==> config.mk <==
export PLATFORM = sky130hd
export DESIGN_NAME = ssc_dist_lane
export DESIGN_NICKNAME = d
export VERILOG_FILES = /design/src/hw/rtl/seam_smoothness_cost_top_defines.svh /design/src/hw/rtl/ssc_pkg.sv /design/src/hw/rtl/ssc_isqrt.sv /design/src/hw/rtl/ssc_dist_lane.sv
export SDC_FILE = /design/constraint.sdc
export NUM_CORES = 1
export LEC_CHECK = 0
export BUFFER_PORTS_ARGS = -buffer_cell sky130_fd_sc_hd__buf_2
export CAP_MARGIN = 25
export CORE_MARGIN = 5
export CORE_UTILIZATION = 35
export DETAILED_ROUTE_END_ITERATION = 8
export MAX_ROUTING_LAYER = met4
export PLACE_DENSITY = 0.56
export RECOVER_POWER = 25
export SETUP_SLACK_MARGIN = 0.3
export SLEW_MARGIN = 30
export SYNTH_ARGS = -nofsm -noshare
export SYNTH_HDL_FRONTEND = slang
export SYNTH_SLANG_ARGS = --single-unit
==> constraint.sdc <==
create_clock -name i_clk -period 14.4 [get_ports i_clk]
set_clock_uncertainty 0.1 [all_clocks]
set_input_delay 2.88 -clock i_clk [delete_from_list [all_inputs] [get_ports i_clk]]
set_output_delay 2.88 -clock i_clk [all_outputs]
set_load 0.02 [all_outputs]
==> src/hw/rtl/seam_smoothness_cost_top_defines.svh <==
// ----------------------------------------------------------------------------
// Seam smoothness cost assertion macros
// Shared property wrappers for the seam cost block.
// ----------------------------------------------------------------------------
`ifndef SEAM_SMOOTHNESS_COST_TOP_DEFINES_SVH
`define SEAM_SMOOTHNESS_COST_TOP_DEFINES_SVH

// Implication in the same cycle, held off during reset.
`define SSC_ASSERT_SAME(lbl, clk, rst_n, ante, cons, msg) \
    lbl: assert property (@(posedge clk) disable iff (!(rst_n)) (ante) |-> (cons)) \
        else $error(msg);

// Implication into the next cycle, held off during reset.
`define SSC_ASSERT_NEXT(lbl, clk, rst_n, ante, cons, msg) \
    lbl: assert property (@(posedge clk) disable iff (!(rst_n)) (ante) |=> (cons)) \
        else $error(msg);

`endif

==> src/hw/rtl/ssc_pkg.sv <==
// ----------------------------------------------------------------------------
// Seam smoothness cost package
// Shared types, mode codes and per-stage step functions.
// ----------------------------------------------------------------------------
`default_nettype none

package ssc_pkg;

    localparam int RadW  = 22;
    localparam int RootW = 11;
    localparam int DenW  = 11;

    typedef enum logic [1:0] {
        SSC_MODE_COLOUR = 2'd0,
        SSC_MODE_GRAD   = 2'd1,
        SSC_MODE_BOTH   = 2'd2,
        SSC_MODE_EDGE   = 2'd3
    } t_cost_mode;

    typedef struct packed {
        logic [RadW-1:0]  rem;
        logic [RootW-1:0] root;
    } t_sq_state;

    typedef struct packed {
        logic [DenW-1:0] rem;
        logic [RadW-1:0] num;
        logic [RadW-1:0] quo;
        logic [DenW-1:0] den;
    } t_div_state;

    // One root bit: try root + 2^k against the running remainder.
    function automatic t_sq_state isqrt_step(t_sq_state st, int k);
        logic [23:0] trial;
        t_sq_state   nx;
        trial = ({13'd0, st.root} << (k + 1)) + (24'd1 << (2 * k));
        nx = st;
        if ({2'b00, st.rem} >= trial) begin
            nx.rem  = st.rem - trial[RadW-1:0];
            nx.root = st.root | (11'd1 << k);
        end
        return nx;
    endfunction

    // One quotient bit of a restoring division.
    function automatic t_div_state div_step(t_div_state st);
        logic [DenW:0] sh;
        logic [DenW:0] diff;
        t_div_state    nx;
        sh   = {st.rem, st.num[RadW-1]};
        diff = sh - {1'b0, st.den};
        nx = st;
        nx.num = {st.num[RadW-2:0], 1'b0};
        if (sh >= {1'b0, st.den}) begin
            nx.rem = diff[DenW-1:0];
            nx.quo = {st.quo[RadW-2:0], 1'b1};
        end else begin
            nx.rem = sh[DenW-1:0];
            nx.quo = {st.quo[RadW-2:0], 1'b0};
        end
        return nx;
    endfunction

endpackage

`default_nettype wire

==> src/hw/rtl/ssc_isqrt.sv <==
// ----------------------------------------------------------------------------
// Pipelined integer square root
// Floored root of a 22-bit radicand, one root bit per stage, 11 stages.
// ----------------------------------------------------------------------------
`default_nettype none

module ssc_isqrt (
    input  wire logic        i_clk,
    input  wire logic        i_en,
    input  wire logic [21:0] i_rad,
    output logic      [10:0] o_root
);

    ssc_pkg::t_sq_state r_st [0:10];

    for (genvar g = 0; g < 11; g++) begin : g_stage
        if (g == 0) begin : g_first
            always_ff @(posedge i_clk) begin
                if (i_en) begin
                    r_st[g] <= ssc_pkg::isqrt_step('{rem: i_rad, root: 11'd0}, 10 - g);
                end
            end
        end else begin : g_rest
            always_ff @(posedge i_clk) begin
                if (i_en) begin
                    r_st[g] <= ssc_pkg::isqrt_step(r_st[g-1], 10 - g);
                end
            end
        end
    end

    assign o_root = r_st[10].root;

endmodule

`default_nettype wire

==> src/hw/rtl/ssc_dist_lane.sv <==
// ----------------------------------------------------------------------------
// Triple distance lane
// Floored Euclidean distance between two packed 8-bit triples.
// ----------------------------------------------------------------------------
`default_nettype none

module ssc_dist_lane (
    input  wire logic        i_clk,
    input  wire logic        i_en,
    input  wire logic [23:0] i_a,
    input  wire logic [23:0] i_b,
    output logic      [8:0]  o_dist
);

    logic [17:0] r_sq;
    logic [17:0] n_sq;
    logic [10:0] w_root;

    always_comb begin
        logic [7:0]  d;
        logic [15:0] p;
        n_sq = '0;
        for (int k = 0; k < 3; k++) begin
            d = (i_a[8*k +: 8] > i_b[8*k +: 8]) ? i_a[8*k +: 8] - i_b[8*k +: 8]
                                                : i_b[8*k +: 8] - i_a[8*k +: 8];
            p = d * d;
            n_sq = n_sq + {2'b00, p};
        end
    end

    always_ff @(posedge i_clk) begin
        if (i_en) begin
            r_sq <= n_sq;
        end
    end

    ssc_isqrt u_isqrt (
        .i_clk  (i_clk),
        .i_en   (i_en),
        .i_rad  ({4'd0, r_sq}),
        .o_root (w_root)
    );

    assign o_dist = w_root[8:0];

endmodule

`default_nettype wire

Word-level counts from Yosys, hierarchy flattened
Memory sizes are Yosys's and may differ from the RTL's.
Index checks and enable logic that the tools add are counted.
W data, S select, Z words.

storage, ports and cells
  flip-flop bits (word level) = 18
  memory bits (writable) = 363
  bits of input ports = 50
  output and inout bits = 9
  word-level logic and storage cells = 75
  memories = 1

operators by class
  add/sub/neg operators = 29
  multipliers = 3
  $lt $le $gt $ge = 14
  mux-type cells = 27

memory list
  name          words  width  rd ports  clocked after Yosys merged registers in  write ports  line             RTL
  u_isqrt.r_st  11     33     11        0                                        11           ssc_isqrt.sv:14  ssc_pkg::t_sq_state r_st [0:10];

operators by type and width
  kind                      number
  $mux W33                  22
  $ge A22 B24 Y1            10
  $sub A22 B22 Y22          10
  $mul A8 B8 Y16            3
  $sub A8 B8 Y8             6
  $gt A8 B8 Y1              3
  $mux W8                   3
  $add A21 B19 Y22 const B  1
  $sub A18 B21 Y22 const B  1
  $add A20 B17 Y21 const B  1
  $ge A18 B21 Y1 const B    1
  $add A19 B15 Y20 const B  1
  $add A18 B13 Y19 const B  1
  $add A17 B11 Y18 const B  1
  $add A17 B16 Y18          1
  $add A16 B16 Y17          1
  $add A16 B9 Y17 const B   1
  $add A15 B7 Y16 const B   1
  $add A14 B5 Y15 const B   1
  $add A13 B3 Y14 const B   1
  $add A12 B1 Y13 const B   1
  $mux W1                   2

Longest topological paths before layout
  depth after elaboration = 5
  mapped depth = 32
  mapped depth without buffers = 32

By module
Synthesis repeated with hierarchy kept, for this count alone.

second synthesis, totals
  cell total of the unflattened synthesis = 1914
  area total of the unflattened synthesis = 21370.5 µm²

by module, submodules not included
  module         instances  cells an instance  area an instance (µm²)
  ssc_isqrt      1          1020               13371.6
  ssc_dist_lane  1          894                7998.9

Worst setup path before layout
Ideal clock, no wire load.

  kind = input -> register
  from = in i_a[8]
  to = reg r_sq[17], data pin
  setup time = 273 ps
  arrival time = 10145 ps
  path slack = 3883 ps
  stages = 27
  buffers on the path = 1
  path through = inv_1 ha_1 inv_1 fa_1 a21o_1 a221oi_1 a21oi_2 mux2i_1 xor2_1 clkbuf_1 nor2_1 fa_1 fa_1 fa_1 fa_1 fa_1 fa_1 inv_1 fa_1 inv_1 ha_1 or2_2 a21oi_1 a21oi_1 a311o_1 mux2i_1 o2111ai_1

between the ends
  word-level cells in the longest chain between the ends = 5
  elaborated cells on any way between the ends = 7
  those cells by class = add/sub (4); mul (1); order compare (1); mux (1)

ends and longest elaborated chain
  item                                         line                 RTL
  start: declaration                           ssc_dist_lane.sv:10  input wire logic [23:0] i_a,
  $sub A8 B8 Y8, or another cell as far along  ssc_dist_lane.sv:25  : i_b[8*k +: 8] - i_a[8*k +: 8];
  $mux W8 (*)                                  ssc_dist_lane.sv:24  d = (i_a[8*k +: 8] > i_b[8*k +: 8]) ? i_a[8*k +: 8] - i_b[8*k +: 8]
  $mul A8 B8 Y16 (*)                           ssc_dist_lane.sv:26  p = d * d;
  $add A16 B16 Y17 (*)                         ssc_dist_lane.sv:27  n_sq = n_sq + {2'b00, p};
  $add A17 B16 Y18 (*)                         ssc_dist_lane.sv:27
  via n_sq[17]                                 ssc_dist_lane.sv:16  logic [17:0] n_sq;
  end signal: assignment                       ssc_dist_lane.sv:33  r_sq <= n_sq;
  end: declaration                             ssc_dist_lane.sv:15  logic [17:0] r_sq;

Mark *: on every way through the listed nets, which the timed path passes. The rest lies on a longest branch.
A chain may end at the register's enable or synchronous reset.

Final worst setup path
  from = in i_a[0]
  to = reg r_sq[15], data pin

The elaborated chain is that of the path after synthesis.

==> impl_metrics.tcl <==
set metrics [dict create \
    fp-row-count 85 \
    seq_area_frac_synth_pct 42.98 \
    dp_slack_ns 2.721 \
    syn_inst 1672 \
    ys_types 62 \
    antenna_found_initial 0 \
    slew_headroom_pct 38.50 \
    die_w_um 243.0 \
    cap_violations 0 \
    grt_pass1_wl_um 59520 \
    core_area_um2 53810 \
    run_status "finished clean" \
    tritoncts "done" \
    vias 11703 \
    required_ns 14.57 \
    htree_levels 1 \
    synth_edf_count 272 \
    drt-total-wl_um 35220 \
    min_path_type "reg -> reg" \
    fin_ws_ns 3.380 \
    drt_iter0_markers 407 \
    ctsHoldBuffers 0 \
    io_pins 59 \
    top_layer "met4" \
    setup_tns_ns 0 \
    crit_type "in -> reg" \
    endpoint_kind "flop" \
    clock_sinks 272 \
    dr_wl_met3_um 823 \
    crit_fanout 10 \
    port_buffers 58 \
    cts_setup_buffers 0 \
    cts_resized 0 \
    viasPerCell 4.748 \
    dr.pass1.iters 5 \
    tightest_slew_ns 0.9226 \
    dp.final_hpwl_um 28130 \
    synth_nets 2036 \
    drc 0 \
    grt_max_degree 110 \
    wl_met1_um 12930 \
    finalHoldViolCount 0 \
    cts.path.max_buffers 3 \
    worstPathArrival_ns 11.19 \
    start_util_pct 35.32 \
    antenna_left 0 \
    fmax_ghz 0.09075 \
    grt.total_usage_pct 12.33 \
    grt_pass1_vias 12622 \
    insertedDiodeCount 0 \
    grt_overflow 0 \
    synthToLayoutAreaGrowth_pct 10.88 \
    final_net_count 2111 \
    yosys_warnings 0 \
    setup_viol 0 \
    cts_buffers 29 \
    layout_commonest_cell "inv_1" \
    drive_gt1_share_pct 7.575 \
    dieHeight_um 243.0 \
    cts-root-buf "clkbuf_16" \
    worst_skew_pair.late_latency_ns 0.55 \
    fin_crit_ns 11.02 \
    yosys_most_used_dff "edfxtp_1" \
    syn_avg_cell_area_um2 11.37 \
    wire_per_inst_um 14.29 \
    rsz0062_at_grt "no" \
    final_cell_mix "inv_1, edfxtp_1, ha_1" \
    mappedNetlistArea_um2 19000 \
    clkTransAtPathRegs_ns 0.06 \
    final_max_slew_viol_count 0 \
    wl_met2_um 20360 \
    dieArea_um2 59060 \
    fin_crit_sh_pct 76.53 \
    ys_seq_elements 272 \
    async_flop_share_pct 0 \
    startpoint_type "input port" \
    gp_congestion 0.8809 \
]
critical path: stages:
cell and delay, ns:
buf_2 0.09, inv_1 0.04, ha_1 0.58, nand4_1 0.18, nor3_1 0.31, a21oi_1 0.08, nand2_1 0.29, mux2i_1 0.78
inv_1 0.37, nand2b_1 0.20, fa_1 0.45, fa_1 0.53, fa_1 0.49, inv_1 0.05, fa_1 0.49, inv_1 0.05
fa_1 0.46, fa_1 0.54, inv_1 0.05, fa_1 0.47, ha_1 0.34, nor2b_1 0.15, o21a_1 0.17, o21ai_0 0.25
a21oi_1 0.17, a2111oi_0 0.43, o21bai_1 0.12, xor2_1 0.15
path summary, 6_finish.rpt:
| kind | start | to | slack [ns] | cells past startpoint |
|---|---|---|---|---|
| max | i_a[0] | r_sq[15]$_DFFE_PP_ | 3.38 | 28 |
| min | r_sq[4]$_DFFE_PP_ | u_isqrt.r_st[0][15]$_DFFE_PP_ | 0.32 | 0 |
| max reg2reg | u_isqrt.r_st[7][25]$_DFFE_PP_ | u_isqrt.r_st[8][26]$_DFFE_PP_ | 11.03 | 7 |
| min reg2reg | r_sq[4]$_DFFE_PP_ | u_isqrt.r_st[0][15]$_DFFE_PP_ | 0.32 | 0 |
per-layer routing:
metal | GRT usage [%] | up-vias
met5 | - | -
met3 | 1.254 | 65
met2 | 24.96 | 146
met1 | 12.25 | 5684
met4 | 3.772 | 0
li1 | - | 5808
metrics by stage:
step                hold slack (ns)  std cells  utilization [%]  instance area (um^2)
global placement             0.3004       2412            37.43                 20140
global route                 0.3230       2465            39.16                 21070
CTS                          0.3172       2465            39.13                 21060
floorplan                    0.3003       1672                -                 19000
detailed placement           0.3045       2412            37.46                 20160
finish                       0.3157       2465            39.16                 21070
cells by family after synthesis:
logic type / count (synthesis) / synth area share [%]
simple gates: 405 / 10.76
compound gates: 226 / 7.505
fa+ha+maj: 314 / 26.16
flops: 272 / 42.98
mux: 27 / 1.448
xor+xnor: 101 / 4.655
other cells: 1 / 0.01973
buf+inv: 326 / 6.465
registers in the layout, indices dropped and copies added (netlist names):
name and cells:
u_isqrt.r_st 254, r_sq 18
final cells by class:
cell class              count  area, um^2
clock buffers              36       752.0
well taps                 696       870.8
inverters                 306        1149
repair buffers             64       349.1
fillers                  5141       32740
flip-flops and latches    272        8168
clock inverters            17       145.1
multi-input cells        1074        9638
synth_stat cells (2+ instances only):
cell         n  share of area, %
nand4b_1     2             0.092
a211oi_1    10              0.40
a21oi_1     60               1.6
nand2b_1    31               1.0
or2_2       13              0.43
o21a_1      21              0.83
and2_1      10              0.33
o21ai_0     59               1.6
fa_1       139                15
edfxtp_1   272                43
nand2_1     71               1.4
ha_1       175                12
a2111oi_0    3              0.14
nand4_1     11              0.36
inv_1      305               6.0
or3_1       13              0.43
and3_1      11              0.36
nor2_1     129               2.5
a311oi_1     2             0.092
xnor2_1     58               2.7
a31oi_1      3             0.099
o41ai_1      3              0.14
nor2b_1     18              0.59
clkbuf_1    18              0.36
a41oi_1      4              0.18
nand3b_1     7              0.28
o31ai_1      7              0.28
nand3_1     17              0.45
a21o_1      27               1.1
o22ai_1      2             0.066
o21bai_1     8              0.32
nor4_1      18              0.59
nor4b_1      8              0.37
mux2i_1     23               1.2
a21oi_2      2             0.092
xor2_1      43               2.0
or4_1        4              0.16
a21boi_0     3              0.12
nor3_1      35              0.92
mux2_2       4              0.24
o211ai_1     2             0.079
Power is left out: the tool's default activity adds up to more than one toggle a clock period on the data nets, which glitch-free logic cannot reach.
