<file path="config.mk">
export PLATFORM = sky130hd
export DESIGN_NAME = ssc_div
export DESIGN_NICKNAME = d
export VERILOG_FILES = /design/src/hw/rtl/seam_smoothness_cost_top_defines.svh /design/src/hw/rtl/ssc_pkg.sv /design/src/hw/rtl/ssc_div.sv
export SDC_FILE = /design/constraint.sdc
export NUM_CORES = 1
export LEC_CHECK = 0
export BUFFER_PORTS_ARGS = -buffer_cell sky130_fd_sc_hd__buf_2
export CAP_MARGIN = 10
export CORE_MARGIN = 2
export CORE_UTILIZATION = 52
export DETAILED_ROUTE_END_ITERATION = 10
export PLACE_DENSITY = 0.7
export SLEW_MARGIN = 40
export SYNTH_ARGS = -nofsm -noshare
export SYNTH_HDL_FRONTEND = slang
export SYNTH_SLANG_ARGS = --single-unit
</file>
<file path="constraint.sdc">
create_clock -name i_clk -period 2.6 [get_ports i_clk]
set_clock_uncertainty 0.15 [all_clocks]
set_input_delay 0.65 -clock i_clk [delete_from_list [all_inputs] [get_ports i_clk]]
set_output_delay 0.65 -clock i_clk [all_outputs]
set_load 0.005 [all_outputs]
</file>
<file path="src/hw/rtl/seam_smoothness_cost_top_defines.svh">
// ----------------------------------------------------------------------------
// Seam smoothness cost assertion macros
// Shared property wrappers for the seam cost block.
// ----------------------------------------------------------------------------
`ifndef SEAM_SMOOTHNESS_COST_TOP_DEFINES_SVH
`define SEAM_SMOOTHNESS_COST_TOP_DEFINES_SVH

// Implication in the same cycle, held off during reset.
`define SSC_ASSERT_SAME(lbl, clk, rst_n, ante, cons, msg) \
    lbl: assert property (@(posedge clk) disable iff (!(rst_n)) (ante) |-> (cons)) \
        else $error(msg);

// Implication into the next cycle, held off during reset.
`define SSC_ASSERT_NEXT(lbl, clk, rst_n, ante, cons, msg) \
    lbl: assert property (@(posedge clk) disable iff (!(rst_n)) (ante) |=> (cons)) \
        else $error(msg);

`endif

</file>
<file path="src/hw/rtl/ssc_pkg.sv">
// ----------------------------------------------------------------------------
// Seam smoothness cost package
// Shared types, mode codes and per-stage step functions.
// ----------------------------------------------------------------------------
`default_nettype none

package ssc_pkg;

    localparam int RadW  = 22;
    localparam int RootW = 11;
    localparam int DenW  = 11;

    typedef enum logic [1:0] {
        SSC_MODE_COLOUR = 2'd0,
        SSC_MODE_GRAD   = 2'd1,
        SSC_MODE_BOTH   = 2'd2,
        SSC_MODE_EDGE   = 2'd3
    } t_cost_mode;

    typedef struct packed {
        logic [RadW-1:0]  rem;
        logic [RootW-1:0] root;
    } t_sq_state;

    typedef struct packed {
        logic [DenW-1:0] rem;
        logic [RadW-1:0] num;
        logic [RadW-1:0] quo;
        logic [DenW-1:0] den;
    } t_div_state;

    // One root bit: try root + 2^k against the running remainder.
    function automatic t_sq_state isqrt_step(t_sq_state st, int k);
        logic [23:0] trial;
        t_sq_state   nx;
        trial = ({13'd0, st.root} << (k + 1)) + (24'd1 << (2 * k));
        nx = st;
        if ({2'b00, st.rem} >= trial) begin
            nx.rem  = st.rem - trial[RadW-1:0];
            nx.root = st.root | (11'd1 << k);
        end
        return nx;
    endfunction

    // One quotient bit of a restoring division.
    function automatic t_div_state div_step(t_div_state st);
        logic [DenW:0] sh;
        logic [DenW:0] diff;
        t_div_state    nx;
        sh   = {st.rem, st.num[RadW-1]};
        diff = sh - {1'b0, st.den};
        nx = st;
        nx.num = {st.num[RadW-2:0], 1'b0};
        if (sh >= {1'b0, st.den}) begin
            nx.rem = diff[DenW-1:0];
            nx.quo = {st.quo[RadW-2:0], 1'b1};
        end else begin
            nx.rem = sh[DenW-1:0];
            nx.quo = {st.quo[RadW-2:0], 1'b0};
        end
        return nx;
    endfunction

endpackage

`default_nettype wire

</file>
<file path="src/hw/rtl/ssc_div.sv">
// ----------------------------------------------------------------------------
// Pipelined divider
// Restoring division of a 22-bit value by an 11-bit value, one bit per stage.
// ----------------------------------------------------------------------------
`default_nettype none

module ssc_div (
    input  wire logic        i_clk,
    input  wire logic        i_en,
    input  wire logic [21:0] i_num,
    input  wire logic [10:0] i_den,
    output logic      [21:0] o_quo
);

    ssc_pkg::t_div_state r_st [0:21];

    for (genvar g = 0; g < 22; g++) begin : g_stage
        if (g == 0) begin : g_first
            always_ff @(posedge i_clk) begin
                if (i_en) begin
                    r_st[g] <= ssc_pkg::div_step(
                        '{rem: 11'd0, num: i_num, quo: 22'd0, den: i_den});
                end
            end
        end else begin : g_rest
            always_ff @(posedge i_clk) begin
                if (i_en) begin
                    r_st[g] <= ssc_pkg::div_step(r_st[g-1]);
                end
            end
        end
    end

    assign o_quo = r_st[21].quo;

endmodule

`default_nettype wire

</file>
### Yosys cells after proc, flatten, opt, wreduce, memory -nomap -nowiden

Memories as Yosys holds them, arrays and structs flattened.
Index checks and enable logic that the tools add are counted.

| storage, ports and cells | value |
|---|---|
| register bits after elaboration | 0 |
| memory bits (writable) | 1430 |
| input port bits | 35 |
| word-level logic and storage cells | 135 |
| memories kept | 1 |

| operators by class | value |
|---|---|
| add/subtract/negate cells | 22 |
| magnitude comparators | 22 |
| multiplexer cells | 90 |

Memories:

| memory | words | bits a word | read ports | clocked after memory_dff | write ports | RTL line | text |
|---|---|---|---|---|---|---|---|
| r_st | 22 | 65 | 22 | 0 | 22 | ssc_div.sv:15 | `ssc_pkg::t_div_state r_st [0:21];` |

Operators with widths:

| cell | count |
|---|---|
| $mux W11 | 44 |
| $mux W22 | 22 |
| $ge A12 B11 Y1 | 21 |
| $sub A11 B11 Y11 | 21 |
| $mux W1 | 24 |
| $ge A1 B11 Y1 | 1 |
| $sub A1 B11 Y11 | 1 |

### Longest topological paths before layout

Gate-level depths: netlist of run 1.
An unclocked memory read counts as a cell.

| depth | value |
|---|---|
| depth after elaboration | 4 |
| gate-level depth with buffers | 10 |
| mapped depth without buffers | 9 |

### Worst setup path after synthesis of run 1

Ideal clock, no wire load.

| timing path | value |
|---|---|
| path kind | register to register |
| start | mem r_st[0][455] in the netlist's numbering |
| end | mem r_st[1][57] in the netlist's numbering, data pin |
| setup time | 260 ps |
| data arrival time | 2402 ps |
| required time | 2190 ps |
| setup slack | -212 ps |
| cell stages (with the launch flop) | 10 |
| path buffers | 1 |
| clock period less this slack | 2812 ps |
| cell sequence | edfxtp_1 > ha_1 > fa_1 > nand2b_1 > a21oi_1 > a41o_1 > a41oi_1 > o21ai_1 > buf_4 > mux2_2 |

RTL lines:

| what | RTL line |
|---|---|
| start, declared | ssc_div.sv:15 |

==> run summary, run 1 <==
residual DRC count: 0
Post-DP Area: 45200 um2
power density over the cells: 1150 nW/um2
layout cells sized above 1: 22.9%
flop-to-flop setup slack: -70 ps
final cell count without fillers: 4427
Reg with most FFs: r_st
Yosys reg bits: 946
Fmax: 375 MHz
top-area cell type share of the netlist area: 67.5%
ys async rst share: 0%
Synth Warn #: 0
CP max FO: 5
Startpoint Class: flip-flop
Detailed Route WL: 77.7 mm
global-route wire length before repair: 123 mm
CTS clk-pin slew, worst paths: 70 ps
Placer Congestion: 0.892
type of the worst setup path: reg2reg
crit path to: r_st[1][451]
Total Routing Usage GR: 18.4%
sequential-to-total area share from yosys stat: 67.5%
number of flip-flops in the largest register: 946
ys flop type: edfxtp_1
Top Registers: r_st (946)
Arrival @ worst endpoint: 2920 ps
top cells by count, synth: edfxtp_1, inv_1, nor2_1
Avg WL per Cell: 17.5 um
die area: 83300 um2
mean cell area of the mapped netlist: 14.4 um2
synthesis-to-layout area growth: 20.3%
leak pwr: 19.8 nW
Slew Limit Fails: 0
vias in the first global route: 24600
Peak VDD IR: 0.682 mV
worst rel slew slack: 67.7%
Final Setup Violations: 61
fin crit period: 2670 ps
Min Hold Slack: 47.2 ps
Starting Density: 52.4%
total gr overflow: 0
I/O Buffers: 56
CTS Buf Count: 97
drt first pass iters: 5
Vias: 24000
Post-Syn Area: 42100 um2
crit path launch: r_st[1][325]
final period utilization: 103%
Ant. Diodes: 0
R2R Path Start: r_st[1][325]
chip width: 289 um
Ports: 57
failing checks: negative setup slack
Placed Instances: 4126
Mapped Nets: 3208
Hold Path Origin: i_den[9]
Die Y: 289 um
Rows: 104
initial antenna violation count: 0
status: finished with violations
Synth area leaders: edfxtp_1, ha_1, mux2_2
CP Capture Type: flip-flop
gate count after technology mapping: 2920
hold crit path type: in2reg
CTS root buf: clkbuf_16
worst-case clock buffer depth: 3
reg2reg end: r_st[1][451]
Required @ worst endpoint: 2850 ps
core box area: 80300 um2
CTS tree: built
Post-DRT Antenna Nets: 0
initial DRC count: 1511
post-synth cell types: 62
Worst Setup Slack, final: -68.9 ps
fin nets: 3579
Final HPWL DP: 52.2 mm
final hold vios: 0
CTS Sinks: 946
EDFF count, synth: 946
post-synth top area cell: edfxtp_1
Reg2Reg Depth: 9
Final Cell Area: 50600 um2
vias per cell: 5.42
H-tree depth: 3
RSZ-0062 raised after global routing: true
Worst-Skew Late Latency: 650 ps
worst-margin pin slew: 482 ps
MaxCap Viol Count: 0
most numerous cell in the Yosys netlist: edfxtp_1
pin count of the biggest net entering global routing: 84
-- layout by cell type (no fill, tap or decap), drive strengths merged, types with 23 or more instances in the layout --
master,n
a21boi,24
a21o,36
a21oi,188
a31oi,27
and2,34
buf,319
clkbuf,112
clkinv,44
dlygate4sd3,26
edfxtp,946
ha,233
inv,298
mux2,111
mux2i,26
nand2,73
nand2b,24
nand3,28
nor2,242
nor2b,31
nor3,37
o2111ai,23
o21a,39
o21ai,79
xnor2,101
xor2,46
-- critical path: stages (launching register included) --
cell,delay (ps)
edfxtp_1,400
ha_2,210
fa_2,370
nand2b_4,160
a21oi_2,140
a41o_1,140
a41oi_2,120
o21ai_2,240
buf_6,180
mux2_4,310
-- metrics by stage --
stage                     util, %  power (mW)  TNS (ps)  worst slack, ps
after floorplan                 -        35.8         0            0.109
after global placement       56.2        40.5     -2960            -75.8
after detailed placement     56.2        41.2    -10470             -127
after CTS                    61.8        57.1     -2110            -97.1
after global routing         63.1        61.6     -7530             -153
final                        63.1        58.4     -1750            -68.9
-- what timing repair did --
action	in CTS	in global routing
hold buffers	26	0
setup endpoints to repair	181	209
pin swaps	69	67
hold endpoints to repair	26	0
buffers inserted	56	37
resized for setup	160	163
gates cloned	6	4
-- where the power goes --
group / switching [mW] / total [mW] / internal [mW] / leakage [nW]
clock: 5.78 / 13.5 / 7.70 / 1.51
sequential: 1.54 / 22.3 / 20.7 / 9.22
combinational: 11.0 / 22.6 / 11.6 / 9.12
-- area by class of cell --
type                       count  area (um2)
fill                        5735       29600
sequential                   946       28400
multi-input combinational   1608       13700
timing repair buffer         346        3010
clock buffer                 111        2480
tap                         1060        1330
inverter                     292        1100
clock inverter                64         622
-- per-layer routing --
layer,GRT usage (%),wire length (um),vias up
met5,0,0,-
met1,23.1,32900,11700
li1,-,-,11600
met4,6.09,1970,0
met3,3.14,3270,158
met2,32.3,39600,508
-- worst min path at each step --
stage	to	slack, ps	depth (start not counted)
finish	r_st[0][9]	50	1
global route	r_st[0][3]	10	1
CTS	r_st[0][3]	2	1
detailed placement	r_st[0][104]	250	0
global placement	r_st[0][209]	250	0
floorplan	r_st[0][100]	250	0
-- cells by family (layout without fill, tap and decap cells) --
family	after synthesis	count (layout)	share of synthesized area (%)
buffers and inverters	366	813	3.54
muxes	137	137	3.65
and+or+nand+nor	534	534	5.89
adders and majority gates	253	253	7.88
AOI/OAI and AO/OA	537	537	8.51
DFF	946	946	67.5
xor gates and xnor gates	147	147	3.06
Power figures use the tool's default switching activity.
==> run 2, diff against run 1 <==
--- a/config.mk
+++ b/config.mk
@@ -9,8 +9,11 @@
 export CAP_MARGIN = 10
 export CORE_MARGIN = 2
 export CORE_UTILIZATION = 52
+export CTS_BUF_LIST = sky130_fd_sc_hd__clkbuf_2
 export DETAILED_ROUTE_END_ITERATION = 10
 export PLACE_DENSITY = 0.7
+export RECOVER_POWER = 100
+export SKIP_CTS_REPAIR_TIMING = 1
 export SLEW_MARGIN = 40
 export SYNTH_ARGS = -nofsm -noshare
 export SYNTH_HDL_FRONTEND = slang
==> run 2 against run 1 <==
- the flow finishes with violations (max-capacitance violations, max-slew violations, negative setup slack)
- final cell count grew 5.6%
- sequential share of layout area grew 1.3 points
- final area shrank 2.2%
- sequential power is essentially flat
- flip-flop and latch count is the same
- power shrank 7.7%
- die area is the same
- first-iteration DRC count shrank 1.7%
- clock-buffer cell count grew 212
- critical endpoint is now r_st[1][468]
- largest cell class unchanged
- highest routed layer unchanged
==> run summary, run 2 (synthesis results as in run 1) <==
most common cell after layout, fill and taps aside: edfxtp_1
status: finished with violations
Detailed Route WL: 79.0 mm
hold crit path type: reg2reg
total gr overflow: 0
Seq pwr share: 41.2%
MaxCap Viol Count: 1
RSZ-0062 raised after global routing: true
synthesis-to-layout area growth: 17.6%
crit-path max cell delay: 920 ps
crit path cell chain: dlygate4sd3_1 -> dlygate4sd3_1 -> clkbuf_1 -> dlygate4sd3_1 -> clkbuf_4 -> buf_12
worst rel slew slack: -9.56%
net load switching power: 18.1 mW
H-tree depth: 4
residual DRC count: 0
global-route wire length before repair: 122 mm
Rows: 104
die area: 83300 um2
Reg2Reg Depth: 10
type of the worst setup path: in2reg
worst-margin pin slew: 1640 ps
hold-critical path depth: 0
final hold vios: 0
CP Capture Type: flip-flop
Required @ worst endpoint: 3520 ps
Worst-Skew Late Latency: 1460 ps
Top Registers: r_st (946)
I/O Buffers: 56
initial antenna violation count: 2
switch share: 33.6%
pin count of the biggest net entering global routing: 84
Peak VDD IR: 0.514 mV
chip width: 289 um
Avg WL per Cell: 16.9 um
Ports: 57
Final Setup Violations: 740
failing checks: max-capacitance violations, max-slew violations, negative setup slack
CTS root buf: clkbuf_2
core box area: 80300 um2
power density over the cells: 1090 nW/um2
Final HPWL DP: 52.2 mm
CTS clk-pin slew, worst paths: 90 ps
Fmax: 333 MHz
Starting Density: 52.4%
CP dominant cell by count: dlygate4sd3_1
Min Hold Slack: 199 ps
Final Cell Area: 49500 um2
Arrival @ worst endpoint: 3920 ps
drt first pass iters: 5
Total Routing Usage GR: 18.4%
Post-DRT Antenna Nets: 0
Clk network pwr share: 17.6%
Die Y: 289 um
Comb pwr share: 41.1%
Worst Setup Slack, final: -401 ps
critical path's slowest cell: dlygate4sd3_1
Cell Int Power: 35.8 mW
vias per cell: 5.32
final period utilization: 115%
CTS tree: built
number of flip-flops in the largest register: 946
Post-DP Area: 45200 um2
post-layout util: 61.7%
final cell count without fillers: 4673
CP max FO: 54
leak pwr: 19.9 nW
layout cells sized above 1: 25.9%
Slew Limit Fails: 68
fin nets: 3735
CTS Sinks: 946
CTS Buf Count: 228
Vias: 24900
initial DRC count: 1485
Startpoint Class: input pin
Reg with most FFs: r_st
vias in the first global route: 25100
commonest non-fill, non-tap cells in the layout: edfxtp_1, clkbuf_2, inv_1
Placer Congestion: 0.892
fin crit period: 3000 ps
worst-case clock buffer depth: 3
Placed Instances: 4126
==> run 2: critical path: cells and delay by family <==
family / cells / cell delay (ps)
buffers and inverters: 6 / 3200
==> run 2: per-layer routing <==
| metal | share of wire (%) | up-vias | track usage, % |
|---|---|---|---|
| met5 | 0 | - | 0 |
| met4 | 2.5 | 0 | 8.10 |
| met3 | 4.1 | 163 | 4.49 |
| met2 | 51 | 585 | 31.2 |
| met1 | 42 | 12000 | 22.2 |
| li1 | - | 12100 | - |
==> run 2: per-stage QoR <==
stage	total power, mW	setup slack [ps]	setup TNS [ps]
4_1_cts	51.0	-477	-23370
3_3_place_gp	40.5	-75.8	-2960
5_1_grt	57.4	-463	-154910
6_report	53.9	-401	-142200
2_1_floorplan	35.8	0.109	0
3_5_place_dp	41.2	-127	-10470
==> run 2: layout make-up <==
type,instances,area (um2)
sequential,946,28400
clock buffer,323,1620
tap,1060,1330
inverter,292,1100
fill,6067,30800
clock inverter,69,428
antenna,4,10.0
timing repair buffer,371,3170
multi-input combinational,1608,13500
==> run 2: path summary, 6_finish.rpt <==
path | slack (ps) | from | to
setup / recovery | -400 | i_en | r_st[1][468]
hold / removal | 200 | r_st[0][366] | r_st[0][432]
hold reg to reg | 200 | r_st[0][366] | r_st[0][432]
setup reg to reg | -310 | r_st[1][325] | r_st[1][444]
==> run 2: power groups by stage <==
stage | combinational, mW | clock, mW | sequential (mW)
floorplan | 14.0 | 0 | 21.7
global placement | 17.9 | 0 | 22.5
detailed placement | 18.6 | 0 | 22.5
CTS | 18.8 | 10.0 | 22.2
global route | 24.2 | 10.7 | 22.5
finish | 22.2 | 9.50 | 22.2
