### src/hw/rtl/seam_smoothness_cost_top_defines.svh
// ----------------------------------------------------------------------------
// Seam smoothness cost assertion macros
// Shared property wrappers for the seam cost block.
// ----------------------------------------------------------------------------
`ifndef SEAM_SMOOTHNESS_COST_TOP_DEFINES_SVH
`define SEAM_SMOOTHNESS_COST_TOP_DEFINES_SVH

// Implication in the same cycle, held off during reset.
`define SSC_ASSERT_SAME(lbl, clk, rst_n, ante, cons, msg) \
    lbl: assert property (@(posedge clk) disable iff (!(rst_n)) (ante) |-> (cons)) \
        else $error(msg);

// Implication into the next cycle, held off during reset.
`define SSC_ASSERT_NEXT(lbl, clk, rst_n, ante, cons, msg) \
    lbl: assert property (@(posedge clk) disable iff (!(rst_n)) (ante) |=> (cons)) \
        else $error(msg);

`endif

### src/hw/rtl/ssc_pkg.sv
// ----------------------------------------------------------------------------
// Seam smoothness cost package
// Shared types, mode codes and per-stage step functions.
// ----------------------------------------------------------------------------
`default_nettype none

package ssc_pkg;

    localparam int RadW  = 22;
    localparam int RootW = 11;
    localparam int DenW  = 11;

    typedef enum logic [1:0] {
        SSC_MODE_COLOUR = 2'd0,
        SSC_MODE_GRAD   = 2'd1,
        SSC_MODE_BOTH   = 2'd2,
        SSC_MODE_EDGE   = 2'd3
    } t_cost_mode;

    typedef struct packed {
        logic [RadW-1:0]  rem;
        logic [RootW-1:0] root;
    } t_sq_state;

    typedef struct packed {
        logic [DenW-1:0] rem;
        logic [RadW-1:0] num;
        logic [RadW-1:0] quo;
        logic [DenW-1:0] den;
    } t_div_state;

    // One root bit: try root + 2^k against the running remainder.
    function automatic t_sq_state isqrt_step(t_sq_state st, int k);
        logic [23:0] trial;
        t_sq_state   nx;
        trial = ({13'd0, st.root} << (k + 1)) + (24'd1 << (2 * k));
        nx = st;
        if ({2'b00, st.rem} >= trial) begin
            nx.rem  = st.rem - trial[RadW-1:0];
            nx.root = st.root | (11'd1 << k);
        end
        return nx;
    endfunction

    // One quotient bit of a restoring division.
    function automatic t_div_state div_step(t_div_state st);
        logic [DenW:0] sh;
        logic [DenW:0] diff;
        t_div_state    nx;
        sh   = {st.rem, st.num[RadW-1]};
        diff = sh - {1'b0, st.den};
        nx = st;
        nx.num = {st.num[RadW-2:0], 1'b0};
        if (sh >= {1'b0, st.den}) begin
            nx.rem = diff[DenW-1:0];
            nx.quo = {st.quo[RadW-2:0], 1'b1};
        end else begin
            nx.rem = sh[DenW-1:0];
            nx.quo = {st.quo[RadW-2:0], 1'b0};
        end
        return nx;
    endfunction

endpackage

`default_nettype wire

### src/hw/rtl/ssc_isqrt.sv
// ----------------------------------------------------------------------------
// Pipelined integer square root
// Floored root of a 22-bit radicand, one root bit per stage, 11 stages.
// ----------------------------------------------------------------------------
`default_nettype none

module ssc_isqrt (
    input  wire logic        i_clk,
    input  wire logic        i_en,
    input  wire logic [21:0] i_rad,
    output logic      [10:0] o_root
);

    ssc_pkg::t_sq_state r_st [0:10];

    for (genvar g = 0; g < 11; g++) begin : g_stage
        if (g == 0) begin : g_first
            always_ff @(posedge i_clk) begin
                if (i_en) begin
                    r_st[g] <= ssc_pkg::isqrt_step('{rem: i_rad, root: 11'd0}, 10 - g);
                end
            end
        end else begin : g_rest
            always_ff @(posedge i_clk) begin
                if (i_en) begin
                    r_st[g] <= ssc_pkg::isqrt_step(r_st[g-1], 10 - g);
                end
            end
        end
    end

    assign o_root = r_st[10].root;

endmodule

`default_nettype wire

### config.mk
export PLATFORM = sky130hd
export DESIGN_NAME = ssc_isqrt
export DESIGN_NICKNAME = d
export VERILOG_FILES = /design/src/hw/rtl/seam_smoothness_cost_top_defines.svh /design/src/hw/rtl/ssc_pkg.sv /design/src/hw/rtl/ssc_isqrt.sv
export SDC_FILE = /design/constraint.sdc
export NUM_CORES = 1
export LEC_CHECK = 0
export ABC_AREA = 1
export BUFFER_PORTS_ARGS = -buffer_cell sky130_fd_sc_hd__buf_4
export CELL_PAD_IN_SITES_DETAIL_PLACEMENT = 2
export CELL_PAD_IN_SITES_GLOBAL_PLACEMENT = 2
export CORE_MARGIN = 2
export CORE_UTILIZATION = 45
export DETAILED_ROUTE_END_ITERATION = 8
export GPL_ROUTABILITY_DRIVEN = 0
export PLACE_DENSITY = 0.92
export RECOVER_POWER = 25
export SLEW_MARGIN = 10
export SYNTH_ARGS = -nofsm -noshare
export SYNTH_HDL_FRONTEND = slang
export SYNTH_SLANG_ARGS = --single-unit
### constraint.sdc
create_clock -name i_clk -period 3.8 [get_ports i_clk]
set_input_delay 1.14 -clock i_clk [delete_from_list [all_inputs] [get_ports i_clk]]
set_output_delay 1.14 -clock i_clk [all_outputs]
set_load 0.05 [all_outputs]
# --- Word-level counts from Yosys, hierarchy flattened ---
# Memories as Yosys holds them, arrays and structs flattened.
# Index checks and enable logic that the tools add are counted.
totals:
  rom_bits: 0
  memories: 1
  regBits: 0
  in_bits: 24
  mem_bits_rw: 363
  latch_bits: 0
mem_list:
  columns: ["name", "depth", "width", "rd", "rd_clocked_by_memory_dff", "write_ports", "line", "rtl"]
  rows:
  - ["r_st", 11, 33, 11, 0, 11, "ssc_isqrt.sv:14", "ssc_pkg::t_sq_state r_st [0:10];"]
op_classes:
  addsub: 21
  muxes: 24
  n_eq_ne: 0
  n_div: 0
  bitwise: 0
  mul: 0
  n_reduce_logical: 0
  order_cmp: 11
  shift: 0
ops:
  columns: ["op", "count"]
  rows:
  - ["33-bit two-way mux", 22]
  - ["21-bit by 19-bit adder with 22-bit output, second input constant", 1]
  - ["22-bit by 13-bit >= comparator with 1-bit output", 1]
  - ["22-bit by 14-bit >= comparator with 1-bit output", 1]
  - ["22-bit by 15-bit >= comparator with 1-bit output", 1]
  - ["22-bit by 16-bit >= comparator with 1-bit output", 1]
  - ["22-bit by 17-bit >= comparator with 1-bit output", 1]
  - ["22-bit by 18-bit >= comparator with 1-bit output", 1]
  - ["22-bit by 19-bit >= comparator with 1-bit output", 1]
  - ["22-bit by 20-bit >= comparator with 1-bit output", 1]
  - ["22-bit by 21-bit >= comparator with 1-bit output", 1]
  - ["22-bit by 21-bit >= comparator with 1-bit output, second input constant", 1]
  - ["22-bit >= comparator", 1]
  - ["22-bit by 13-bit subtractor with 22-bit output", 1]
  - ["22-bit by 14-bit subtractor with 22-bit output", 1]
  - ["22-bit by 15-bit subtractor with 22-bit output", 1]
  - ["22-bit by 16-bit subtractor with 22-bit output", 1]
  - ["22-bit by 17-bit subtractor with 22-bit output", 1]
  - ["22-bit by 18-bit subtractor with 22-bit output", 1]
  - ["22-bit by 19-bit subtractor with 22-bit output", 1]
  - ["22-bit by 20-bit subtractor with 22-bit output", 1]
  - ["22-bit by 21-bit subtractor with 22-bit output", 1]
  - ["22-bit by 21-bit subtractor with 22-bit output, second input constant", 1]
  - ["22-bit subtractor", 1]
  - ["other kinds (10)", 11]

# --- Depth between registers and ports, before layout ---
# Gate-level depths: netlist of run 1.
# An unclocked memory read counts as a cell.
logic_depth:
  word_depth: 5
  mapped_depth: 14
  depth_no_buf: 13

# --- Worst setup path before layout of run 1 ---
# No wires, ideal clock.
synth_timing:
  path_kind: "reg-to-reg"
  from: "memory r_st[8][15] (netlist bit)"
  to: "memory r_st[9][18] (netlist bit), data pin"
  slack_ns: 1.924
  synth_period_minus_slack_ns: 1.876
  n_path_buf: 2
  stages_incl_launch_ff: 11
  t_arrival_ns: 1.623
  required_ns: 3.548
  path_cell_list: "edfxtp_1 ha_1 buf_2 nand3_2 nand3_2 and3_1 nor2_2 nand2_4 buf_4 nand2_1 nand2_1"
synth_lines:
  columns: ["item", "line"]
  rows:
  - ["start, declared", "ssc_isqrt.sv:14"]

==> reports/qor.csv, run 1 <==
metric;value;unit
area grow syn2layout;12.4;%
Die X-Extent;184;um
most frequent cells in the layout;nand2_1 (338), edfxtp_1 (286), inv_1 (217), nor2_1 (146), nand3_1 (82);
Setup TNS;0;ns
ANT nets after route;0;
f_max;0.318;GHz
Post-CTS Setup Bufs;0;
DP HPWL;38.6;mm
CP Launch Type;flip-flop;
CTS tree;yes;
Seq/Total Area, Yosys;0.586;
Clock Power Share;0.315;
Static Leak;6.97;nW
Slew Limit Fails;0;
global route total overflow;0;
Largest regs;r_st (286);
worst reg2reg endpoint;r_st[4][27]$_DFFE_PP_;
Initial Utilization;0.454;
crit-path max FO;13;
nets;1623;
Rows;66;
Cell Area, Placed;0.0154;mm2
worst setup margin;0.656;ns
# port buffers;34;
placed insts;1932;
utilization after layout;0.510;
crit end category;flip-flop;
status;completed;
worst reg2reg path depth;9;
drt total wl;60.5;mm
Tcrit/Tclk final;0.827;
reg2reg start;r_st[3][8]$_DFFE_PP_;
FF-to-FF setup slack;0.66;ns
WHS;0.459;ns
Hold Crit Class;flip-flop to flip-flop;
clock slew at reported path FFs;0.06;ns
Internal Power;6.55;mW
total track usage;0.363;
Max-cap violations;0;
# H-tree levels;2;
sw frac;0.365;
Rel. slew slack;0.270;
Cell variety after synth;41;
CTS buffer count;34;
core area;0.0323;mm2
min-delay src;r_st[1][26]$_DFFE_PP_;
commonest non-fill, non-tap cell in the layout;nand2_1;
layout cell share with drive strength beyond 1;0.0846;
final setup fails;0;
Worst IR Drop VDD;0.464;mV
post-detailed-route DRC marker count;0;
RSZ-0062 raised after global routing;false;
vias per inst;5.93;
Tmin final;3.14;ns
Syn Area/Cell;10.0;um2
Fillers;3267;
Clock Path Buffers;3;
pin count of the biggest net entering global routing;79;
Die ar.;0.0340;mm2
YS warnings;0;
first-pass GRT wire length;89.5;mm
Yosys reg bits;286;
area occupied by multi-input gates;0.00511;mm2
Final Hold Violating Endpoints;0;
vias;11800;
initial detailed-routing violation count;1044;
WHS Endpoint;r_st[2][26]$_DFFE_PP_;
Critical Path AT;3.47;ns
Sequential Power Share;0.433;
Clock Latency Late Sink;0.56;ns
register area;0.00859;mm2
DR WL/cell;30.4;um
Crit path required time;4.13;ns
Setup Skew;0.0372;ns
initial antenna violation count;0;
mapped cell area;0.0147;mm2
NetSw;3.77;mW
Gate Count Post-Synth;1462;
Clock Tree Root;clkbuf_16;
Worst Hold Depth;0;
syn nets;1559;
largest reg by FF count;r_st;
max FFs per register;286;
Layout Cells excl Fill;1990;
PostCTS Resize Cnt;0;
Initial DRT Pass Iterations;5;
Top Ports;35;
worst slew pin tran;1.09;ns
Logic pwr share;0.252;
Design Area, Final;0.0165;mm2
total power;10.3;mW
number of global-route vias before repair;13500;
pre-CTS setup slack;1.01;ns
CP startpoint;r_st[3][8]$_DFFE_PP_;
hold buffers post-CTS;0;
Worst Setup Path Type;flip-flop to flip-flop;
clock sink total;286;
pwr dens;626;mW/mm2
Die Ht;184;um
Diodes inserted;0;
==> critical path: stages, from the launching register on <==
cell      delay, ns
edfxtp_1       0.43
inv_1          0.09
ha_1           0.40
a21oi_1        0.21
o21ai_1        0.20
inv_1          0.11
o21ai_1        0.12
nor2_1         0.87
nand2_1        0.22
o21ai_1        0.28
==> worst max path at each step <==
stage,to,slack [ns],cells after the start
6_report,r_st[4][27]$_DFFE_PP_,0.66,9
5_1_grt,r_st[4][30]$_DFFE_PP_,0.59,10
4_1_cts,r_st[4][27]$_DFFE_PP_,0.73,9
3_5_place_dp,r_st[4][26]$_DFFE_PP_,1.01,8
3_3_place_gp,r_st[4][30]$_DFFE_PP_,1.40,9
2_1_floorplan,r_st[9][18]$_DFFE_PP_,1.92,10
==> cell type report <==
| class | instances | area share |
|---|---|---|
| inverter | 223 | 0.0511 |
| timing repair buffer | 40 | 0.0217 |
| clock buffer | 41 | 0.0532 |
| tap | 442 | 0.0336 |
| multi-input combinational | 941 | 0.310 |
| sequential | 286 | 0.521 |
| clock inverter | 17 | 0.00904 |
==> power groups by stage <==
stage	Clock, mW	Combinational, mW	Sequential, mW
finish	3.25	2.60	4.46
global route	3.35	2.80	4.47
detailed placement	0	2.35	4.47
floorplan	0	1.54	4.28
global placement	0	2.04	4.41
CTS	3.25	2.57	4.45
==> synth_stat cells (all sizes together) <==
master,count,area share
nand3b,8,0.0041
nor2b,1,0.00043
a31oi,1,0.00043
a211oi,1,0.00051
o21bai,5,0.0026
a21o,2,0.0010
ha,73,0.062
or2,10,0.0043
o21ai,64,0.023
nand3,85,0.030
nor2,151,0.040
and3,2,0.00085
edfxtp,286,0.59
a21boi,2,0.0010
inv,223,0.057
nor4,5,0.0021
nand2,348,0.092
a21oi,74,0.027
xnor2,27,0.016
buf,12,0.0078
and2,1,0.00043
xor2,32,0.019
nand4,25,0.011
nor3,20,0.0076
nor3b,1,0.0013
o211ai,2,0.0010
o21a,1,0.00051
==> cell families after synthesis <==
group / after synthesis / share of synthesized area
XOR/XNOR: 59 / 0.0353
AND/OR/NAND/NOR: 657 / 0.194
flip-flops: 286 / 0.586
buffers and inverters: 235 / 0.0652
adder cells (fa/ha/maj): 73 / 0.0623
AO/OA/AOI/OAI: 152 / 0.0570
==> per-layer routing <==
layer,vias to the layer above,global-route usage,wire length [um],share of wire
li1,5024,-,-,-
met1,6044,0.376,21300,0.35
met2,503,0.677,31900,0.53
met3,230,0.0573,2760,0.046
met4,0,0.234,4450,0.074
met5,-,0,0,0
Power figures use the tool's default switching activity.
==> run 2, diff against run 1 <==
--- a/config.mk
+++ b/config.mk
@@ -5,15 +5,15 @@
 export SDC_FILE = /design/constraint.sdc
 export NUM_CORES = 1
 export LEC_CHECK = 0
-export ABC_AREA = 1
+export ABC_AREA = 0
 export BUFFER_PORTS_ARGS = -buffer_cell sky130_fd_sc_hd__buf_4
 export CELL_PAD_IN_SITES_DETAIL_PLACEMENT = 2
 export CELL_PAD_IN_SITES_GLOBAL_PLACEMENT = 2
 export CORE_MARGIN = 2
-export CORE_UTILIZATION = 45
+export CORE_UTILIZATION = 40
 export DETAILED_ROUTE_END_ITERATION = 8
 export GPL_ROUTABILITY_DRIVEN = 0
-export PLACE_DENSITY = 0.92
+export PLACE_DENSITY = 0.81
 export RECOVER_POWER = 25
 export SLEW_MARGIN = 10
 export SYNTH_ARGS = -nofsm -noshare
==> constraint.sdc (replaced) <==
create_clock -name i_clk -period 2.5 [get_ports i_clk]
set_input_delay 0.75 -clock i_clk [delete_from_list [all_inputs] [get_ports i_clk]]
set_output_delay 0.75 -clock i_clk [all_outputs]
set_load 0.05 [all_outputs]
==> reports/qor.csv, run 2 <==
metric;value;unit;change
Worst Hold Depth;1;;+1
Syn Area/Cell;13.2;um2;+31%
Die ar.;0.0349;mm2;+2.7%
# port buffers;34;;unchanged
Yosys reg bits;286;;unchanged
worst setup margin;-0.233;ns;-0.889 ns
vias per inst;5.53;;-6.8%
most frequent cells in the layout;edfxtp_1 (286), buf_4 (145), inv_1 (76), ha_1 (59), nor2_1 (56);;
Die X-Extent;187;um;+1.3%
crit end category;flip-flop;;
vias;9361;;-21%
min-delay src;i_rad[0];;
f_max;0.366;GHz;+15%
Cell variety after synth;58;;+41%
sw frac;0.303;;-0.0617
area grow syn2layout;27.8;%;
Clock Path Buffers;3;;unchanged
first-pass GRT wire length;60.9;mm;-32%
pin count of the biggest net entering global routing;55;;-30%
Final Hold Violating Endpoints;0;;unchanged
Worst IR Drop VDD;0.667;mV;+44%
placed insts;1591;;-18%
Setup TNS;-5.03;ns;-5.03 ns
failing checks;setup timing;;
Synth area leaders;edfxtp_1 (64%), ha_1 (6.8%), xor2_1 (2.5%);;
Seq/Total Area, Yosys;0.642;;+0.0557
Diodes inserted;0;;unchanged
Internal Power;10.0;mW;+53%
Largest regs;r_st (286);;
WHS Endpoint;r_st[0][11]$_DFFE_PP_;;
commonest non-fill, non-tap cell in the layout;edfxtp_1;;
max FFs per register;286;;unchanged
Rows;66;;unchanged
global route total overflow;0;;unchanged
Async S/R FF share, synth;0;;unchanged
Clock Tree Root;clkbuf_16;;
Post-synth EDFFs;286;;unchanged
reg2reg start;r_st[7][26]$_DFFE_PP_;;
CP Launch Type;flip-flop;;
crit-path max FO;12;;-1
ANT nets after route;0;;unchanged
clock sink total;286;;unchanged
Initial Utilization;0.409;;-0.0446
Crit path required time;2.75;ns;-1.38 ns
Initial DRT Pass Iterations;4;;-1
worst reg2reg endpoint;r_st[8][26]$_DFFE_PP_;;
core area;0.0327;mm2;+1.3%
layout cell share with drive strength beyond 1;0.285;;+0.201
drt total wl;45.3;mm;-25%
syn nets;1113;;-29%
Clock Latency Late Sink;0.53;ns;-0.03 ns
final setup fails;40;;+40
Worst Setup Path Type;flip-flop to flip-flop;;
Clock Power Share;0.323;;+0.008
initial antenna violation count;0;;unchanged
Die Ht;187;um;+1.3%
nets;1323;;-18%
number of global-route vias before repair;10700;;-21%
count leader, synth;edfxtp_1;;
mapped cell area;0.0134;mm2;-8.7%
Setup Skew;0.0153;ns;-0.0219 ns
Sequential Power Share;0.454;;+0.021
FF-to-FF setup slack;-0.23;ns;-0.89 ns
Gate Count Post-Synth;1016;;-31%
YS warnings;0;;unchanged
total power;14.4;mW;+40%
worst slew pin tran;0.751;ns;-0.339 ns
post-detailed-route DRC marker count;0;;unchanged
Top Ports;35;;unchanged
Hold Crit Class;input pin to flip-flop;;
Rel. slew slack;0.494;;+0.224
Fillers;3091;;-5.4%
Yosys top cell area share;0.642;;+0.0557
NetSw;4.37;mW;+16%
total track usage;0.227;;-0.136
Max-cap violations;0;;unchanged
Tmin final;2.73;ns;-0.411 ns
Layout Cells excl Fill;1694;;-15%
status;finished, violations left;;
Yosys top cell by area;edfxtp_1;;
DP HPWL;26.6;mm;-31%
Slew Limit Fails;0;;unchanged
worst reg2reg path depth;7;;-2
RSZ-0062 raised after global routing;true;;
clock slew at reported path FFs;0.06;ns;about the same
pwr dens;843;mW/mm2;+35%
CTS tree;yes;;
Tcrit/Tclk final;1.09;;+0.266
most instantiated cells after synthesis;edfxtp_1 (286), inv_1 (85), ha_1 (73);;
DR WL/cell;26.8;um;-12%
# H-tree levels;2;;unchanged
largest reg by FF count;r_st;;
Main synth FF type;edfxtp_1;;
Logic pwr share;0.224;;-0.028
initial detailed-routing violation count;466;;-55%
CTS buffer count;35;;+2.9%
Critical Path AT;2.98;ns;-0.49 ns
Static Leak;6.59;nW;-5.6%
run 2: cell types whose count changed after synthesis, moves of 15 or more:
cell / previous run / this run
inv_1: 217 / 85
nand2_1: 338 / 50
a21oi_1: 69 / 47
o21ai_1: 23 / 1
nand2b_1: 0 / 20
nand3_1: 82 / 14
nor4_1: 5 / 24
o21ai_0: 35 / 51
nor2b_1: 1 / 16
nor2_1: 146 / 66
run 2: timing repair:
item / in CTS / in global routing
endpoints found under the setup margin: 86 / 87
gates cloned: 1 / 0
buffers inserted: 16 / 25
pin swaps: 13 / 30
hold buffers: 0 / 0
resized for setup: 68 / 88
run 2: worst max-delay path by stage:
stage,end,cells past startpoint,from
finish,r_st[8][26]$_DFFE_PP_,7,r_st[7][26]$_DFFE_PP_
global route,r_st[8][30]$_DFFE_PP_,10,r_st[7][7]$_DFFE_PP_
CTS,r_st[8][32]$_DFFE_PP_,10,r_st[7][16]$_DFFE_PP_
detailed placement,r_st[4][30]$_DFFE_PP_,8,r_st[3][24]$_DFFE_PP_
global placement,r_st[4][32]$_DFFE_PP_,8,r_st[3][24]$_DFFE_PP_
floorplan,r_st[8][28]$_DFFE_PP_,7,r_st[7][25]$_DFFE_PP_
run 2: cell families after synthesis:
kind of cell,after synthesis,synth area share
and+or+nand+nor,305,0.124
DFF,286,0.642
AOI/OAI and AO/OA,161,0.0743
buffers and inverters,100,0.0289
xor gates and xnor gates,74,0.0484
adders and majority gates,73,0.0683
muxes,17,0.0141
run 2: power groups by stage:
stage               sequential [mW]  clock (mW)  combinational [mW]
finish                         6.54        4.65                3.22
global route                   6.59        4.90                3.45
CTS                            6.48        4.67                2.80
detailed placement             6.55           0                2.61
global placement               6.48           0                2.38
floorplan                      6.40           0                1.55
run 2: metal layers:
metal  vias up  part of all wire  GRT usage  wire, um
li1       4229                 -          -         -
met1      4787              0.34      0.211     15300
met2       229              0.59      0.473     26800
met3       116             0.025     0.0313      1140
met4         0             0.047      0.108      2130
met5         -                 0          0         0
run 2: through the flow:
stage          hold WS, ns  area (um2)  worst slack, ns  utilization
2_1_floorplan        0.417       13400           -0.201            -
3_3_place_gp         0.423       15100           -0.202        0.461
3_5_place_dp         0.432       15100           -0.454        0.461
4_1_cts              0.387       16500           -0.210        0.506
5_1_grt              0.413       17100           -0.289        0.523
6_report             0.430       17100           -0.233        0.523
run 2: area by class of cell:
cell class / instances / area, um2 / share of cell area
clock buffers: 43 / 906 / 0.0530
clock inverters: 20 / 104 / 0.00608
inverters: 86 / 323 / 0.0189
multi-input cells: 630 / 5090 / 0.298
flip-flops and latches: 286 / 8590 / 0.502
well taps: 442 / 553 / 0.0324
repair buffers: 187 / 1530 / 0.0894
run 2: worst max-delay path, stage by stage (launching register included):
cell      delay, ns
edfxtp_1       0.43
or4_4          0.56
or4_4          0.45
or4_4          0.46
nor2_4         0.18
buf_12         0.16
nor4_4         0.06
xor2_1         0.16
